$ cat src/prc_pkg.sv
`timescale 1ns / 1ps
// ----------------------------------------------------------------------------
// prc_pkg - shared definitions for the pre-trade risk limit check
// Event codes, reject codes, register indexes, table size and the
// controller-to-datapath command bundle.
// ----------------------------------------------------------------------------
package prc_pkg;

  // Cancel table size and index width
  localparam int SYMBOLS = 256;
  localparam int SYM_W   = (SYMBOLS > 1) ? $clog2(SYMBOLS) : 1;

  // Field and register widths fixed by the interface
  localparam int OP_W     = 3;
  localparam int SYMID_W  = 8;
  localparam int VOL_W    = 32;
  localparam int TOTAL_W  = 40;
  localparam int CNT_W    = 16;
  localparam int REASON_W = 3;
  localparam int CFG_IDX_W = 3;
  localparam int CFG_DATA_W = 40;

  // Event codes
  localparam logic [OP_W-1:0] OP_CHECK     = 3'd0;
  localparam logic [OP_W-1:0] OP_FILL      = 3'd1;
  localparam logic [OP_W-1:0] OP_STATUS    = 3'd2;
  localparam logic [OP_W-1:0] OP_TICK      = 3'd3;
  localparam logic [OP_W-1:0] OP_CLR_FLOW  = 3'd4;
  localparam logic [OP_W-1:0] OP_CLR_TRADE = 3'd5;

  // Reject codes
  localparam logic [REASON_W-1:0] REASON_NONE   = 3'd0;
  localparam logic [REASON_W-1:0] REASON_SIZE   = 3'd1;
  localparam logic [REASON_W-1:0] REASON_TRADED = 3'd2;
  localparam logic [REASON_W-1:0] REASON_FLOW   = 3'd3;
  localparam logic [REASON_W-1:0] REASON_CANCEL = 3'd4;

  // Register indexes
  localparam logic [CFG_IDX_W-1:0] REG_ENGINE_ACTIVE      = 3'd0;
  localparam logic [CFG_IDX_W-1:0] REG_ORDER_SIZE_LIMIT   = 3'd1;
  localparam logic [CFG_IDX_W-1:0] REG_TRADE_VOLUME_LIMIT = 3'd2;
  localparam logic [CFG_IDX_W-1:0] REG_FLOW_LIMIT         = 3'd3;
  localparam logic [CFG_IDX_W-1:0] REG_FLOW_CLEAR_TICKS   = 3'd4;
  localparam logic [CFG_IDX_W-1:0] REG_CANCEL_LIMIT       = 3'd5;

  // Saturation tops
  localparam logic [CNT_W-1:0]   CNT_MAX   = {CNT_W{1'b1}};
  localparam logic [TOTAL_W-1:0] TOTAL_MAX = {TOTAL_W{1'b1}};

  // Controller states, one-hot
  typedef enum logic [1:0] {
    ST_IDLE = 2'b01,
    ST_EXEC = 2'b10
  } prc_state_t;

  // Controller commands to the datapath
  typedef struct packed {
    logic load;   // capture transaction, launch cancel table read
    logic exec;   // evaluate, update state, register result
  } prc_cmd_t;

endpackage

$ cat src/prc_datapath.sv
`timescale 1ns / 1ps
// ----------------------------------------------------------------------------
// prc_datapath - limit registers, counters and cancel table
// Holds configuration, risk counters and the per-symbol cancel memory;
// evaluates one transaction per execute command.
// ----------------------------------------------------------------------------
module prc_datapath
  import prc_pkg::*;
(
  input  logic                  clk,
  input  logic                  rst,
  input  prc_cmd_t              cmd,
  input  logic [OP_W-1:0]       op,
  input  logic [SYMID_W-1:0]    symbol_id,
  input  logic [VOL_W-1:0]      volume,
  input  logic                  is_cancelled,
  input  logic                  wr_en,
  input  logic [CFG_IDX_W-1:0]  wr_index,
  input  logic [CFG_DATA_W-1:0] wr_data,
  output logic                  accepted,
  output logic [REASON_W-1:0]   reject_reason
);

  // Configuration
  logic               engine_active;
  logic [VOL_W-1:0]   order_size_limit;
  logic [TOTAL_W-1:0] trade_volume_limit;
  logic [CNT_W-1:0]   flow_limit;
  logic [CNT_W-1:0]   flow_clear_ticks;
  logic [CNT_W-1:0]   cancel_limit;

  // Risk state
  logic [TOTAL_W-1:0] traded_total;
  logic [CNT_W-1:0]   flow_count;
  logic [CNT_W-1:0]   window_timer;

  // Cancel table with per-entry valid bits (unwritten entries read as zero)
  logic [CNT_W-1:0] cancel_mem [SYMBOLS];
  logic [SYMBOLS-1:0] cancel_vld;
  logic [CNT_W-1:0] cancel_rd;
  logic             cancel_rd_vld;

  // Captured transaction
  logic [OP_W-1:0]  op_q;
  logic [SYM_W-1:0] idx_q;
  logic             sym_ok_q;
  logic [VOL_W-1:0] vol_q;
  logic             canc_q;

  logic [SYM_W-1:0] idx_in;
  logic             sym_ok_in;

  assign idx_in    = SYM_W'(symbol_id);
  assign sym_ok_in = (32'(symbol_id) < SYMBOLS);

  always_ff @(posedge clk) begin
    if (rst) begin
      engine_active      <= 1'b0;
      order_size_limit   <= '0;
      trade_volume_limit <= '0;
      flow_limit         <= '0;
      flow_clear_ticks   <= '0;
      cancel_limit       <= '0;
    end else if (wr_en) begin
      case (wr_index)
        REG_ENGINE_ACTIVE:      engine_active      <= wr_data[0];
        REG_ORDER_SIZE_LIMIT:   order_size_limit   <= wr_data[VOL_W-1:0];
        REG_TRADE_VOLUME_LIMIT: trade_volume_limit <= wr_data[TOTAL_W-1:0];
        REG_FLOW_LIMIT:         flow_limit         <= wr_data[CNT_W-1:0];
        REG_FLOW_CLEAR_TICKS:   flow_clear_ticks   <= wr_data[CNT_W-1:0];
        REG_CANCEL_LIMIT:       cancel_limit       <= wr_data[CNT_W-1:0];
        default: ;
      endcase
    end
  end

  // Capture and table read on load
  always_ff @(posedge clk) begin
    if (cmd.load) begin
      op_q          <= op;
      idx_q         <= idx_in;
      sym_ok_q      <= sym_ok_in;
      vol_q         <= volume;
      canc_q        <= is_cancelled;
      cancel_rd     <= cancel_mem[idx_in];
      cancel_rd_vld <= cancel_vld[idx_in];
    end
  end

  // Execute-cycle logic
  logic [CNT_W-1:0]     cancels;
  logic [REASON_W-1:0]  reason;
  logic [TOTAL_W:0]     fill_sum;
  logic [CNT_W-1:0]     timer_inc;
  logic                 cancel_wr;

  logic [TOTAL_W-1:0]   traded_total_next;
  logic [CNT_W-1:0]     flow_count_next;
  logic [CNT_W-1:0]     window_timer_next;

  assign cancels  = (sym_ok_q && cancel_rd_vld) ? cancel_rd : '0;
  assign fill_sum = {1'b0, traded_total} + (TOTAL_W + 1)'(vol_q);
  assign timer_inc = (window_timer != CNT_MAX) ? window_timer + 1'b1 : window_timer;

  always_comb begin
    reason            = REASON_NONE;
    cancel_wr         = 1'b0;
    traded_total_next = traded_total;
    flow_count_next   = flow_count;
    window_timer_next = window_timer;
    case (op_q)
      OP_CHECK: begin
        if (engine_active) begin
          if (order_size_limit != '0 && vol_q > order_size_limit)
            reason = REASON_SIZE;
          else if (trade_volume_limit != '0 && traded_total >= trade_volume_limit)
            reason = REASON_TRADED;
          else if (flow_limit != '0 && flow_count >= flow_limit)
            reason = REASON_FLOW;
          else if (cancel_limit != '0 && cancels >= cancel_limit)
            reason = REASON_CANCEL;
          else if (flow_count != CNT_MAX)
            flow_count_next = flow_count + 1'b1;
        end
      end
      OP_FILL: begin
        traded_total_next = fill_sum[TOTAL_W] ? TOTAL_MAX : fill_sum[TOTAL_W-1:0];
      end
      OP_STATUS: begin
        cancel_wr = canc_q && sym_ok_q && (cancels != CNT_MAX);
      end
      OP_TICK: begin
        if (timer_inc >= flow_clear_ticks) begin
          window_timer_next = '0;
          flow_count_next   = '0;
        end else begin
          window_timer_next = timer_inc;
        end
      end
      OP_CLR_FLOW: begin
        flow_count_next = '0;
      end
      OP_CLR_TRADE: begin
        traded_total_next = '0;
        flow_count_next   = '0;
      end
      default: ;
    endcase
  end

  always_ff @(posedge clk) begin
    if (rst) begin
      traded_total <= '0;
      flow_count   <= '0;
      window_timer <= '0;
      cancel_vld   <= '0;
    end else if (cmd.exec) begin
      traded_total <= traded_total_next;
      flow_count   <= flow_count_next;
      window_timer <= window_timer_next;
      if (cancel_wr) cancel_vld[idx_q] <= 1'b1;
    end
  end

  always_ff @(posedge clk) begin
    if (cmd.exec && cancel_wr) cancel_mem[idx_q] <= cancels + 1'b1;
  end

  always_ff @(posedge clk) begin
    if (cmd.exec) begin
      accepted      <= (reason == REASON_NONE);
      reject_reason <= reason;
    end
  end

endmodule

$ cat config.mk
export PLATFORM = sky130hd
export DESIGN_NAME = prc_datapath
export DESIGN_NICKNAME = d
export VERILOG_FILES = /design/src/prc_pkg.sv /design/src/prc_datapath.sv
export SDC_FILE = /design/constraint.sdc
export NUM_CORES = 2
export LEC_CHECK = 0
export BUFFER_PORTS_ARGS = -buffer_cell sky130_fd_sc_hd__buf_2
export CAP_MARGIN = 20
export CORE_UTILIZATION = 63
export CTS_CLUSTER_DIAMETER = 60
export CTS_CLUSTER_SIZE = 40
export DETAILED_ROUTE_END_ITERATION = 12
export PLACE_DENSITY = 0.79
export SKIP_LAST_GASP = 1
export SYNTH_ARGS = -nofsm -noshare
export SYNTH_HDL_FRONTEND = slang
export SYNTH_SLANG_ARGS = --single-unit
export TNS_END_PERCENT = 100
$ cat constraint.sdc
create_clock -name clk -period 23.1 [get_ports clk]
set_input_delay 3.465 -clock clk [delete_from_list [all_inputs] [get_ports clk]]
set_output_delay 3.465 -clock clk [all_outputs]
set_load 0.05 [all_outputs]
==> results.yml <==
outcome:
  status: "complete, no violations"
logic_synthesis:
  yosysTopAreaCell: "edfxtp_1"
  synth.avg_cell_area_um2: 20.36
  ys_top_cells_by_count: "edfxtp_1 (4,161), mux4_2 (1,428), nor2_1 (703)"
  synth_nets: 9118
  yosys_warnings: 0
  synth_edf_count: 4161
  synth.top_cell.area_share_pct: 69.19
  synthDistinctLibCells: 78
  ys_seq_area_share_pct: 74.17
  syn_inst: 8870
  async_reset_ff_share_pct: 0
  ys_ff_latch: 4610
  synth_most_common_cell: "edfxtp_1"
  synth_area_um2: 180600
  ys.flop_type: "edfxtp_1"
  ys_top_cells_by_area: "edfxtp_1 (69%), mux4_2 (18%), dfxtp_1 (5.0%)"
timing:
  rsz0062_at_grt: "false"
  min_period_ns: 8.917
  slew_violations: 0
  setup_tns_ns: 0
  fmax_ghz: 0.1121
  slew_headroom_pct: 13.10
  setup_viol: 0
  setup_ws_ns: 14.18
  hold_viol: 0
  clock_skew_ns: 0.08143
  worst_slew_pin_slew_ns: 1.304
  fin_crit_sh_pct: 38.60
route:
  ant_nets: 0
  route.detailed.drc: 0
  drt-total-wl_mm: 453.9
  dr.pass1.iters: 6
  wl_met2_mm: 224.4
  drtIter0Drc: 13720
  wl_met3_mm: 51.96
  post_drt_via_cell_ratio: 7.014
  wl_met1_mm: 155.4
  top_layer_used: "met5"
  via_count: 91500
  post_drt_wl_per_cell_um: 34.80
worst_setup_path:
  crit_required_ns: 23.74
  crit_top_cell: "buf_4"
  start_kind: "input port"
  max_stage_delay_ns: 0.77
  cp.arrival_ns: 9.56
  r2r_slack_ns: 17.47
  path_max_fanout: 106
  cpMaxStageDelayCell: "a22oi_1"
  reg2reg_from: "cancel_rd_vld"
  critPathCaptureType: "register"
  r2r_cells: 11
  criticalPathCategory: "input port to register"
  cp_cell_sequence: "buf_12 > buf_4 > buf_4 > buf_4 > buf_4 > mux4_2 > mux4_2 > mux4_2 > a22oi_1 > nand2_1"
  r2r_end: "cancel_mem[104][5]"
power:
  power_frac_seq_pct: 61.0
  p_int_w: 0.01140
  powerDensity_nw_per_um2: 76.39
  peakVddDrop_uv: 72.29
  swShare_pct: 23.89
  p_leak_nw: 62.16
  net-switching-power_w: 0.003579
  p_comb_share_pct: 6.1
  pwr-share-clk_pct: 32.9
worst_hold_path:
  hp-class: "register to register"
  worstHoldStart: "flow_clear_ticks[1]"
  min_to: "flow_clear_ticks[1]"
  worstHoldPathCells: 2
placed_design:
  gp_congestion: 0.8774
  port_buffers: 95
  post_dp_cell_area_um2: 187400
  post-dp-hpwl_mm: 260.5
  dp_slack_ns: 13.16
floorplanning:
  die_w_um: 537.4
  num_rows: 196
  start_util_pct: 63.32
  io_pins: 96
  die-area_um2: 288800
  fp.dieH_um: 537.4
  core_area_um2: 285200
clock_tree:
  cts_tree: "done"
  holdBufCountCts: 0
  clk_pin_slew_ns: 0.12
  clock-sinks: 4610
  clk-insertion-delay-late_ns: 0.96
  cts_resized: 0
  cts_buffer_depth: 4
  cts-root-buf: "clkbuf_16"
  cts_setup_buffers: 0
  cts_buffers: 205
  htree_levels: 4
global_route:
  grt_max_degree: 257
  grt_pass1_vias: 91700
  grt_remaining_overflow: 0
  antenna_found_initial: 27
  grt_usage_pct: 31.70
  grt_first_pass_wirelength_mm: 645.4
finish:
  stdcell_area_um2: 196100
  area_growth_pct: 8.570
  drive_gt1_share_pct: 26.04
  fin_nets: 9349
run:
  cap_violations: 0
==> power by group through the flow <==
stage          Clock, W  Combinational, W  Sequential (W)
4_1_cts         0.00495          0.000887         0.00914
5_1_grt         0.00521          0.000943         0.00914
2_1_floorplan         0          0.000553         0.00936
6_report        0.00493          0.000909         0.00914
3_5_place_dp          0          0.000878         0.00933
3_3_place_gp          0          0.000848         0.00932
==> how the worst max path moves through the flow <==
stage,end,startpoint
floorplan,cancel_mem[0][6],cancel_rd_vld
global placement,cancel_rd[14],symbol_id[0]
detailed placement,cancel_rd[11],symbol_id[0]
CTS,cancel_rd[11],symbol_id[0]
global route,cancel_rd[12],symbol_id[0]
finish,cancel_rd[12],symbol_id[0]
==> cell families after synthesis <==
logic type / after synthesis / synth area share [%]
flops: 4610 / 74.17
mux: 1432 / 17.83
simple gates: 1403 / 3.300
buf+inv: 612 / 1.361
compound gates: 610 / 2.028
fa+ha+maj: 156 / 1.085
xor+xnor: 47 / 0.2279
==> per-layer routing <==
metal | global-route usage, % | up-vias
li1 | - | 36540
met3 | 5.754 | 1049
met2 | 52.13 | 6370
met1 | 42.16 | 47510
met4 | 13.89 | 26
met5 | 0 | -
==> state kept, by name, indices dropped and copies added (netlist names) <==
register	cells
cancel_mem	4096
cancel_vld	256
trade_volume_limit	40
traded_total	40
order_size_limit	32
vol_q	32
cancel_limit	16
cancel_rd	16
flow_clear_ticks	16
flow_count	16
flow_limit	16
window_timer	16
idx_q	8
op_q	3
reject_reason	3
accepted	1
canc_q	1
cancel_rd_vld	1
engine_active	1
==> stage by stage <==
step,util (%),hold WS [ns],total power [W],std cells
6_report,68.75,0.4657,0.01498,13040
3_5_place_dp,65.70,0.4502,0.01020,12640
2_1_floorplan,-,0.4315,0.009914,8870
3_3_place_gp,65.65,0.4423,0.01017,12630
4_1_cts,68.56,0.4654,0.01497,13010
5_1_grt,68.73,0.4840,0.01529,13030
==> critical path: cells and delay by family <==
kind | cells | cell delay [ns]
muxes | 3 | 1.63
buffers and inverters | 5 | 3.32
AOI/OAI and AO/OA | 1 | 0.77
and+or+nand+nor | 1 | 0.16
==> cell usage in the layout (no fill, tap or decap), types with 13 or more instances in the layout <==
cell,count
xnor2_1,20
dfxtp_1,449
nand2_1,412
diode_2,15
buf_12,14
clkbuf_16,208
xor2_1,17
mux4_2,1428
nand2b_1,17
and2_1,21
clkinv_8,23
a22oi_1,47
inv_1,136
nor2b_1,21
nand3_1,57
inv_16,30
a31oi_1,13
nor2_1,643
nand4_1,34
buf_2,88
o21ai_0,74
buf_16,16
and3_1,23
ha_1,154
edfxtp_1,4161
buf_4,366
a21oi_1,348
nor4_1,33
nor2_2,56
a21o_1,35
inv_12,30
inv_8,15
clkinv_16,35
nor3_1,29
==> area by class of cell <==
class,instances,area [um^2]
Sequential cell,4610,133900
Fill cell,16430,89140
Multi-Input combinational cell,3648,44590
Clock buffer,211,5226
Tap cell,3762,4707
Timing Repair Buffer,500,4130
Clock inverter,162,2928
Inverter,136,510.5
Antenna cell,15,37.54
(Power assumes the default switching activity.)
